==> src/bpmt_pkg.sv <==
package bpmt_pkg;

   localparam int TABLE_DEPTH  = 65536;
   localparam int COORD_BITS   = 10;
   localparam int ADDR_BITS    = $clog2(TABLE_DEPTH);
   localparam int DIM_BITS     = 11;
   localparam int CRD_IN_BITS  = 11;
   localparam int FOUND_BITS   = 10;
   localparam int POINT_BITS   = 2 * COORD_BITS;
   localparam int MEM_BITS     = POINT_BITS + 1;
   localparam int PROD_BITS    = 2 * DIM_BITS;
   localparam int IDX_BITS     = (PROD_BITS + 1 > ADDR_BITS + 1) ? PROD_BITS + 1 : ADDR_BITS + 1;
   localparam int CSR_ADDR_BITS = 4;
   localparam int CSR_DATA_BITS = 32;

   typedef enum logic [1:0] {
      ACT_CLEAR = 2'd0,
      ACT_ADD   = 2'd1,
      ACT_FWD   = 2'd2,
      ACT_REV   = 2'd3
   } action_type;

   typedef enum logic [1:0] {
      ST_OK        = 2'd0,
      ST_NOT_READY = 2'd1,
      ST_RANGE     = 2'd2,
      ST_EMPTY     = 2'd3
   } status_type;

   typedef enum logic [1:0] {
      REG_SOURCE_WIDTH  = 2'd0,
      REG_SOURCE_HEIGHT = 2'd1,
      REG_TARGET_WIDTH  = 2'd2,
      REG_TARGET_HEIGHT = 2'd3
   } reg_index_type;

   typedef enum logic [2:0] {
      S_IDLE,
      S_MULT,
      S_CHECK,
      S_READ,
      S_DECIDE,
      S_SWEEP,
      S_FINISH
   } state_type;

   typedef struct packed {
      logic [DIM_BITS-1:0] source_width;
      logic [DIM_BITS-1:0] source_height;
      logic [DIM_BITS-1:0] target_width;
      logic [DIM_BITS-1:0] target_height;
   } cfg_type;

   typedef struct packed {
      logic load_item;
      logic mult;
      logic check;
      logic sweep_start;
      logic read;
      logic decide;
      logic sweep_step;
      logic load_out;
   } ctrl_cmd_type;

   typedef struct packed {
      action_type action;
      logic       sweep_last;
   } dp_status_type;

endpackage

==> src/bpmt_csr.sv <==
module bpmt_csr (
   input  logic                                 clock,
   input  logic                                 reset,
   input  logic                                 csr_psel,
   input  logic                                 csr_penable,
   input  logic                                 csr_pwrite,
   input  logic [bpmt_pkg::CSR_ADDR_BITS-1:0]   csr_paddr,
   input  logic [bpmt_pkg::CSR_DATA_BITS-1:0]   csr_pwdata,
   output logic [bpmt_pkg::CSR_DATA_BITS-1:0]   csr_prdata,
   output logic                                 csr_pready,
   output bpmt_pkg::cfg_type                    cfg
);

   bpmt_pkg::cfg_type       cfg_ff;
   bpmt_pkg::cfg_type       cfg_in;
   bpmt_pkg::reg_index_type reg_index;
   logic                    wr_en;
   logic [bpmt_pkg::DIM_BITS-1:0] wr_value;
   logic [bpmt_pkg::DIM_BITS-1:0] rd_value;

   assign reg_index  = bpmt_pkg::reg_index_type'(csr_paddr[3:2]);
   assign wr_en      = csr_psel && csr_penable && csr_pwrite;
   assign wr_value   = csr_pwdata[bpmt_pkg::DIM_BITS-1:0];
   assign csr_pready = 1'b1;

   always_comb begin
      cfg_in = cfg_ff;
      if (wr_en) begin
         case (reg_index)
            bpmt_pkg::REG_SOURCE_WIDTH:  cfg_in.source_width  = wr_value;
            bpmt_pkg::REG_SOURCE_HEIGHT: cfg_in.source_height = wr_value;
            bpmt_pkg::REG_TARGET_WIDTH:  cfg_in.target_width  = wr_value;
            bpmt_pkg::REG_TARGET_HEIGHT: cfg_in.target_height = wr_value;
            default: cfg_in = cfg_ff;
         endcase
      end
   end

   always_comb begin
      case (reg_index)
         bpmt_pkg::REG_SOURCE_WIDTH:  rd_value = cfg_ff.source_width;
         bpmt_pkg::REG_SOURCE_HEIGHT: rd_value = cfg_ff.source_height;
         bpmt_pkg::REG_TARGET_WIDTH:  rd_value = cfg_ff.target_width;
         bpmt_pkg::REG_TARGET_HEIGHT: rd_value = cfg_ff.target_height;
         default: rd_value = '0;
      endcase
   end

   assign csr_prdata = bpmt_pkg::CSR_DATA_BITS'(rd_value);

   always_ff @(posedge clock) begin
      if (reset) begin
         cfg_ff <= '0;
      end else begin
         cfg_ff <= cfg_in;
      end
   end

   assign cfg = cfg_ff;

endmodule

==> config.mk <==
export PLATFORM = sky130hd
export DESIGN_NAME = bpmt_csr
export DESIGN_NICKNAME = d
export VERILOG_FILES = /design/src/bpmt_pkg.sv /design/src/bpmt_csr.sv
export SDC_FILE = /design/constraint.sdc
export NUM_CORES = 1
export LEC_CHECK = 0
export ABC_AREA = 0
export BUFFER_PORTS_ARGS = -buffer_cell sky130_fd_sc_hd__buf_2
export CAP_MARGIN = 20
export CORE_MARGIN = 8
export CORE_UTILIZATION = 30
export CTS_CLUSTER_SIZE = 16
export DETAILED_ROUTE_END_ITERATION = 8
export GPL_ROUTABILITY_DRIVEN = 0
export PLACE_DENSITY = 0.59
export SETUP_SLACK_MARGIN = 0.15
export SYNTH_ARGS = -nofsm -noshare
export SYNTH_HDL_FRONTEND = slang
export SYNTH_SLANG_ARGS = --single-unit
==> constraint.sdc <==
create_clock -name clock -period 1.2 [get_ports clock]
set_clock_uncertainty 0.05 [all_clocks]
set_input_delay 0.24 -clock clock [delete_from_list [all_inputs] [get_ports clock]]
set_output_delay 0.24 -clock clock [all_outputs]
set_load 0.01 [all_outputs]
==> results.yml <==
outcome:
  status: "finished, violations left"
  violations: "negative setup slack"
cts:
  cts_sinks: 44
  cts_tree: "yes"
  clockRootBuffer: "clkbuf_8"
  cts_buffers: 5
  clockBufferDepth: 2
  clkTransAtPathRegs_ns: 0.09
  clk_latency_ns: 0.29
  h-tree-depth: 2
floorplan:
  start_util_pct: 30.8
  core_um2: 7180
  pin_count: 118
  die_area_um2: 10400
  rows: 31
  die-height_um: 102
  die_x_um: 102
power:
  p_total_mw: 2.86
  max-vdd-ir-drop_mv: 0.407
  p_per_area_nw_per_um2: 733
  intPower_mw: 2.11
  power_switching_share_pct: 26.2
  clkPwrFrac_pct: 32.9
  p_seq_share_pct: 52.1
  combPwrFrac_pct: 15.0
  p_switching_mw: 0.751
  leakagePower_nw: 1.84
cells_and_area:
  final_common_cell: "buf_6"
  area_growth_pct: 76.9
  final_cell_mix: "buf_6 (108), nand2b_1 (45), dfxtp_2 (44)"
  antenna_cells: 0
  drive_gt1_share_pct: 62.1
  final_area_um2: 3910
  largest_reg_flops: 44
  nets: 394
  final_core_util_pct: 54.5
yosys:
  avgSynthCellArea_um2: 10.5
  async_reset_ff_share_pct: 0
  synth_top_cell_area_share_pct: 39.9
  synth_top_cell_by_area: "dfxtp_1"
  ys_types: 17
  synth_area_leaders: "dfxtp_1 (40%), mux2i_1 (15%), nand2b_1 (13%), mux4_2 (11%), buf_4 (7.8%)"
  syn-cell-area_um2: 2210
  synth_edf_count: 0
  ys_ff_latch: 44
  syn_inst: 211
  yosys_warnings: 0
  ys_seq_area_share_pct: 39.9
  synthFlopType: "dfxtp_1"
global_routing:
  grt_use_total_pct: 13.1
  grt_pass1_wl_um: 10400
  grt_max_degree: 56
  grt_overflow: 0
  grt_antenna_before_repair: 1
  grt_pass1_vias: 2000
sta:
  setup_tns_ns: -4.03
  fmax_mhz: 648
  final_hold_viol_count: 0
  setup_ws_ns: -0.344
  period_needed_ns: 1.54
  rsz0062_at_grt: "yes"
  setup_viol: 21
  maxSlewViolCount: 0
  fin_crit_sh_pct: 129
worst_setup_path:
  path_cells: "mux4_2 > buf_6"
  r2r-start: "cfg[12]"
  crit_arrival_ns: 1.25
  cp_slowest_cell: "mux4_2"
  critPathCaptureType: "output pin"
  crit_type: "reg -> out"
  cpPeakStageDelay_ns: 0.48
  cp-start-kind: "flip-flop"
  worstPathRequired_ns: 0.91
  crit_fanout: 2
  startpoint: "cfg[23]"
detailed_routing:
  firstDrtPassIters: 4
  wl_per_cell_um: 15.6
  wl_um: 7080
  ant_nets: 0
  drc_errors: 0
  drt_iter0_markers: 57
  vias: 1990
  viasPerCell: 4.39
min_path:
  min_path_type: "in -> reg"
  hp-start: "csr_pwdata[4]"
placement:
  dp_hpwl_um: 4780
  port-buffer-count: 72
  placed_area_um2: 3010
job:
  drv_cap: 0
==> metrics by stage <==
stage	hold slack (ns)	std cells	setup WS (ns)
3_3_place_gp	0.420	421	-0.254
6_report	0.223	453	-0.344
5_1_grt	0.237	453	-0.381
2_1_floorplan	0.393	231	0.0263
4_1_cts	0.221	435	-0.335
3_5_place_dp	0.430	421	-0.271
==> critical path: cells and delay by family (launching register included) <==
family	cells	cell delay, ns
DFF	1	0.33
buffers and inverters	1	0.14
muxes	1	0.48
==> cells in the mapped netlist (2+ instances only) <==
master and count:
nand2b_1 45, dfxtp_1 44, conb_1 2, mux2i_1 33
or3_1 2, nor2b_1 11, buf_6 2, buf_4 23
o21ai_0 22, clkbuf_1 10, mux4_2 11
==> cell families after synthesis <==
kind of cell | synth area share [%]
AO/OA/AOI/OAI | 4.98
buffers and inverters | 10.9
AND/OR/NAND/NOR | 17.7
flip-flops | 39.9
multiplexers | 26.2
other | 0.340
==> metal layers <==
layer | GRT usage, % | part of all wire [%]
met5 | 0 | 0.14
met4 | 3.05 | 0.64
met3 | 4.09 | 6.1
met2 | 23.7 | 51
met1 | 14.6 | 42
==> cell type report <==
| cell class | instances | area, um2 |
|---|---|---|
| inverters | 1 | 3.75 |
| flip-flops and latches | 44 | 936 |
| clock buffers | 5 | 68.8 |
| repair buffers | 150 | 1540 |
| multi-input cells | 151 | 1220 |
| fillers | 658 | 3270 |
| clock inverters | 3 | 18.8 |
| well taps | 99 | 124 |
==> path summary, 6_finish.rpt <==
path	endpoint	slack, ns	depth (start not counted)
max	csr_prdata[1]	-0.34	2
min	cfg[37]	0.22	3
max reg2reg	cfg[12]	0.23	5
min reg2reg	cfg[38]	0.44	2
==> what timing repair did <==
action / 4_1_cts / 5_1_grt
hold endpoints to repair: 0 / 0
resized for setup: 131 / 35
setup endpoints to repair: 88 / 67
cloned: 0 / 1
hold buffers: 0 / 0
pin swaps: 3 / 2
buffers inserted: 6 / 17
==> power by group through the flow <==
stage	registers, mW	logic (mW)	clock network [mW]
after global placement	1.52	0.342	0
after floorplan	1.53	0.231	0
final	1.49	0.430	0.941
after detailed placement	1.52	0.344	0
after CTS	1.49	0.391	0.966
after global routing	1.50	0.461	1.05
Note: power is estimated with default switching activity, not from simulation.
