`src/bpmt_pkg.sv`:
```
package bpmt_pkg;

   localparam int TABLE_DEPTH  = 65536;
   localparam int COORD_BITS   = 10;
   localparam int ADDR_BITS    = $clog2(TABLE_DEPTH);
   localparam int DIM_BITS     = 11;
   localparam int CRD_IN_BITS  = 11;
   localparam int FOUND_BITS   = 10;
   localparam int POINT_BITS   = 2 * COORD_BITS;
   localparam int MEM_BITS     = POINT_BITS + 1;
   localparam int PROD_BITS    = 2 * DIM_BITS;
   localparam int IDX_BITS     = (PROD_BITS + 1 > ADDR_BITS + 1) ? PROD_BITS + 1 : ADDR_BITS + 1;
   localparam int CSR_ADDR_BITS = 4;
   localparam int CSR_DATA_BITS = 32;

   typedef enum logic [1:0] {
      ACT_CLEAR = 2'd0,
      ACT_ADD   = 2'd1,
      ACT_FWD   = 2'd2,
      ACT_REV   = 2'd3
   } action_type;

   typedef enum logic [1:0] {
      ST_OK        = 2'd0,
      ST_NOT_READY = 2'd1,
      ST_RANGE     = 2'd2,
      ST_EMPTY     = 2'd3
   } status_type;

   typedef enum logic [1:0] {
      REG_SOURCE_WIDTH  = 2'd0,
      REG_SOURCE_HEIGHT = 2'd1,
      REG_TARGET_WIDTH  = 2'd2,
      REG_TARGET_HEIGHT = 2'd3
   } reg_index_type;

   typedef enum logic [2:0] {
      S_IDLE,
      S_MULT,
      S_CHECK,
      S_READ,
      S_DECIDE,
      S_SWEEP,
      S_FINISH
   } state_type;

   typedef struct packed {
      logic [DIM_BITS-1:0] source_width;
      logic [DIM_BITS-1:0] source_height;
      logic [DIM_BITS-1:0] target_width;
      logic [DIM_BITS-1:0] target_height;
   } cfg_type;

   typedef struct packed {
      logic load_item;
      logic mult;
      logic check;
      logic sweep_start;
      logic read;
      logic decide;
      logic sweep_step;
      logic load_out;
   } ctrl_cmd_type;

   typedef struct packed {
      action_type action;
      logic       sweep_last;
   } dp_status_type;

endpackage

```
`src/bpmt_ctrl.sv`:
```
module bpmt_ctrl (
   input  logic                    clock,
   input  logic                    reset,
   input  logic                    req_valid,
   output logic                    req_ready,
   output logic                    rsp_valid,
   input  logic                    rsp_ready,
   input  bpmt_pkg::dp_status_type status,
   output bpmt_pkg::ctrl_cmd_type  cmd
);

   bpmt_pkg::state_type state_ff;
   bpmt_pkg::state_type state_in;
   logic                rsp_valid_ff;
   logic                rsp_valid_in;
   logic                out_free;

   assign out_free = !rsp_valid_ff || rsp_ready;

   always_comb begin
      state_in = state_ff;
      case (state_ff)
         bpmt_pkg::S_IDLE: begin
            if (req_valid) begin
               state_in = bpmt_pkg::S_MULT;
            end
         end
         bpmt_pkg::S_MULT:   state_in = bpmt_pkg::S_CHECK;
         bpmt_pkg::S_CHECK: begin
            if (status.action == bpmt_pkg::ACT_CLEAR) begin
               state_in = bpmt_pkg::S_SWEEP;
            end else begin
               state_in = bpmt_pkg::S_READ;
            end
         end
         bpmt_pkg::S_READ:   state_in = bpmt_pkg::S_DECIDE;
         bpmt_pkg::S_DECIDE: state_in = bpmt_pkg::S_FINISH;
         bpmt_pkg::S_SWEEP: begin
            if (status.sweep_last) begin
               state_in = bpmt_pkg::S_FINISH;
            end
         end
         bpmt_pkg::S_FINISH: begin
            if (out_free) begin
               state_in = bpmt_pkg::S_IDLE;
            end
         end
         default: state_in = bpmt_pkg::S_IDLE;
      endcase
   end

   always_comb begin
      cmd       = '0;
      req_ready = 1'b0;
      case (state_ff)
         bpmt_pkg::S_IDLE: begin
            req_ready     = 1'b1;
            cmd.load_item = req_valid;
         end
         bpmt_pkg::S_MULT:   cmd.mult = 1'b1;
         bpmt_pkg::S_CHECK: begin
            cmd.check       = 1'b1;
            cmd.sweep_start = (status.action == bpmt_pkg::ACT_CLEAR);
         end
         bpmt_pkg::S_READ:   cmd.read = 1'b1;
         bpmt_pkg::S_DECIDE: cmd.decide = 1'b1;
         bpmt_pkg::S_SWEEP:  cmd.sweep_step = 1'b1;
         bpmt_pkg::S_FINISH: cmd.load_out = out_free;
         default: cmd = '0;
      endcase
   end

   always_comb begin
      if (cmd.load_out) begin
         rsp_valid_in = 1'b1;
      end else if (rsp_ready) begin
         rsp_valid_in = 1'b0;
      end else begin
         rsp_valid_in = rsp_valid_ff;
      end
   end

   always_ff @(posedge clock) begin
      if (reset) begin
         state_ff     <= bpmt_pkg::S_IDLE;
         rsp_valid_ff <= 1'b0;
      end else begin
         state_ff     <= state_in;
         rsp_valid_ff <= rsp_valid_in;
      end
   end

   assign rsp_valid = rsp_valid_ff;

`ifndef SYNTHESIS
   a_accept_starts: assert property (@(posedge clock) disable iff (reset)
      (state_ff == bpmt_pkg::S_IDLE && req_valid) |=> (state_ff == bpmt_pkg::S_MULT))
      else $error("accepted item did not start the multiply step");

   a_sweep_holds: assert property (@(posedge clock) disable iff (reset)
      (state_ff == bpmt_pkg::S_SWEEP && !status.sweep_last) |=>
      (state_ff == bpmt_pkg::S_SWEEP))
      else $error("clear sweep left before its last entry");

   a_finish_delivers: assert property (@(posedge clock) disable iff (reset)
      (state_ff == bpmt_pkg::S_FINISH && out_free) |=>
      (rsp_valid_ff && state_ff == bpmt_pkg::S_IDLE))
      else $error("finished item was not presented on the result channel");
`endif

endmodule

```
`config.mk`:
```
export PLATFORM = sky130hd
export DESIGN_NAME = bpmt_ctrl
export DESIGN_NICKNAME = d
export VERILOG_FILES = /design/src/bpmt_pkg.sv /design/src/bpmt_ctrl.sv
export SDC_FILE = /design/constraint.sdc
export NUM_CORES = 1
export LEC_CHECK = 0
export BUFFER_PORTS_ARGS = -buffer_cell sky130_fd_sc_hd__buf_2
export CAP_MARGIN = 20
export CORE_AREA = 2 2 39 41
export DETAILED_ROUTE_END_ITERATION = 16
export DIE_AREA = 0 0 41 43
export GPL_TIMING_DRIVEN = 1
export PLACE_DENSITY = 0.51
export SYNTH_ARGS = -nofsm -noshare
export SYNTH_HDL_FRONTEND = slang
export SYNTH_SLANG_ARGS = --single-unit
```
`constraint.sdc`:
```
create_clock -name clock -period 1.3 [get_ports clock]
set_clock_uncertainty 0.05 [all_clocks]
set_input_delay 0.39 -clock clock [delete_from_list [all_inputs] [get_ports clock]]
set_output_delay 0.39 -clock clock [all_outputs]
set_load 0.005 [all_outputs]
```
==> results.yml <==
synth:
  synthTopCellsByCount: "dfxtp_1 (4), nor2_1 (4)"
  synth_cell_type_count: 22
  synth_top_area_cell: "dfxtp_1"
  syn_nets: 42
  yosys_register_bits: 4
  async_flop_share_pct: 0
  synth_ff_type: "dfxtp_1"
  synth_area_um2: 297
  ys_seq_area_share_pct: 27.0
  synth_area_leaders: "dfxtp_1 (27%), a2111oi_2 (5.1%), nand3b_1 (5.1%)"
  synth_warnings: 0
  synthCells: 35
  synth_area_per_cell_um2: 8.47
  yosysTopAreaCellShare_pct: 27.0
  synth_edf_count: 0
floorplanning:
  io-pin-count: 17
  die_x_um: 41
  core.rowCount: 14
  design.core.area_mm2: 0.00138
  start_util_pct: 21.4
  dieArea_mm2: 0.00176
  die_height_um: 43
clock_network:
  clock_latency_ps: 240
  cts_sinks: 4
  htreeDepth: 1
  cts_tree: "built"
  clk_pin_slew_ps: 30
  cts_buffers: 3
  clock_tree.root_cell: "clkbuf_4"
  cts_buffer_depth: 2
setup_path:
  worst_setup_path_end_kind: "output port"
  arrival_ps: 1130
  cp-start-kind: "flip-flop"
  crit_type: "flip-flop to output port"
  crit_chain: "nor2_4 > and2_4 > nor3b_4 > buf_2"
  path_delay_family: "simple AND/OR/NAND/NOR gates"
  critPathMaxStageDelay_ps: 360
  slowest_stage: "dfxtp_4"
  path_buf_inv: 1
  required_ps: 860
  cp_max_fo: 6
place:
  place_area_um2: 408
  hpwl_um: 587
  dp_cells: 68
  numPortBuffers: 16
  pre_cts_slack_ps: -91.9
  place.gp.congestion: 0.752
global_route:
  antenna_found_initial: 0
  overflow: 0
  grt_usage_pct: 9.81
  grt_max_degree: 11
  grt_pass1_wl_mm: 1.16
  grt_pass1_vias: 302
layout:
  antenna_cells: 0
  instances_no_fill: 74
  area_delta_synth_final_pct: 65.8
  layout-drive-gt1-share_pct: 65.5
  fin_nets: 67
  fin_area_um2: 492
detailed_routing:
  wire_per_inst_um: 10.7
  drc: 0
  drtIter0Drc: 2
  viasPerCell: 4.43
  vias: 328
  wirelength_um: 789
  final_antenna_net_count: 0
  firstDrtPassIters: 2
outcome:
  violations: "setup timing"
  outcome: "complete, but fails checks"
timing:
  timing.fmax_mhz: 638
  rsz0062_at_grt: "yes"
  worst_slew_pin_slew_ps: 235
  min_period_ps: 1570
  setup_viol: 9
  fin_crit_sh_pct: 121
  hold_viol: 0
  maxSlewHeadroom_pct: 84.3
  maxSlewViolCount: 0
  fin_tns_setup_ps: -1410
  post-route-worst-setup-slack_ps: -269
  timing.hold.ws_ps: 320
flow_run:
  maxCapViolations: 0
power:
  cellPowerDensity_mw_per_mm2: 1020
  p_leak_nw: 0.247
  vdd_drop_max_v: 0.000309
min_path:
  hp-class: "primary input to flip-flop"
cell families (layout without fill, tap and decap cells):
family                 count (synthesis)  count (layout)  synth area share [%]
DFF                                    4               4                  27.0
buffers and inverters                  4              27                  9.71
and+or+nand+nor                       19              19                  43.9
AOI/OAI and AO/OA                      8               8                  19.4
cells in the final DEF (no fill, tap or decap), types with 2 or more instances in the layout:
cell	count
nor2b_1	2
dfxtp_4	3
nand3b_1	2
o21ai_0	2
buf_4	7
buf_2	16
nor2_1	3
a21oi_1	2
nor3b_2	2
clkbuf_4	3
area by class of cell:
class	instances	area, um^2
multi-input combinational	27	214
clock buffer	3	22.5
tap	16	20.0
sequential	4	91.3
timing repair buffer	24	144
fill	145	892
stage by stage:
step	utilization [%]	power (mW)
after floorplan	-	0.236
after global placement	29.5	0.308
after detailed placement	29.5	0.308
after CTS	33.2	0.487
after global routing	35.5	0.537
final	35.5	0.504
path summary, 6_finish.rpt:
path	from	end	slack (ps)	depth (start not counted)
max	state_ff[0]	cmd[4]	-270	4
min	reset	state_ff[1]	320	2
max reg2reg	state_ff[2]	state_ff[1]	60	4
min reg2reg	rsp_valid	rsp_valid	460	2
sequential cells by signal, indices dropped and copies added, names as in the netlist:
signal and count:
rsp_valid 1, state_ff 3
per-layer routing:
layer | global-route usage, % | up-vias | share of wire (%)
li1 | - | 170 | -
met1 | 11.8 | 151 | 44
met2 | 13.4 | 7 | 51
met3 | 6.28 | 0 | 4.1
met4 | 4.00 | 0 | 0
met5 | 0 | - | 0
where the power goes:
part	total [mW]	leakage, nW	switching, mW	internal [mW]
Combinational	0.183	0.198	0.0688	0.115
Clock	0.158	0.0138	0.0542	0.104
Sequential	0.163	0.0348	0.0259	0.137
Total	0.504	0.247	0.149	0.355
timing repair:
item | in CTS | in global routing
hold buffers | 0 | 0
setup buffers | 2 | 1
setup endpoints to repair | 10 | 10
gates resized for setup | 6 | 6
pin swaps | 1 | 2
hold endpoints to repair | 0 | 0
Note: power is estimated with default switching activity, not from simulation.
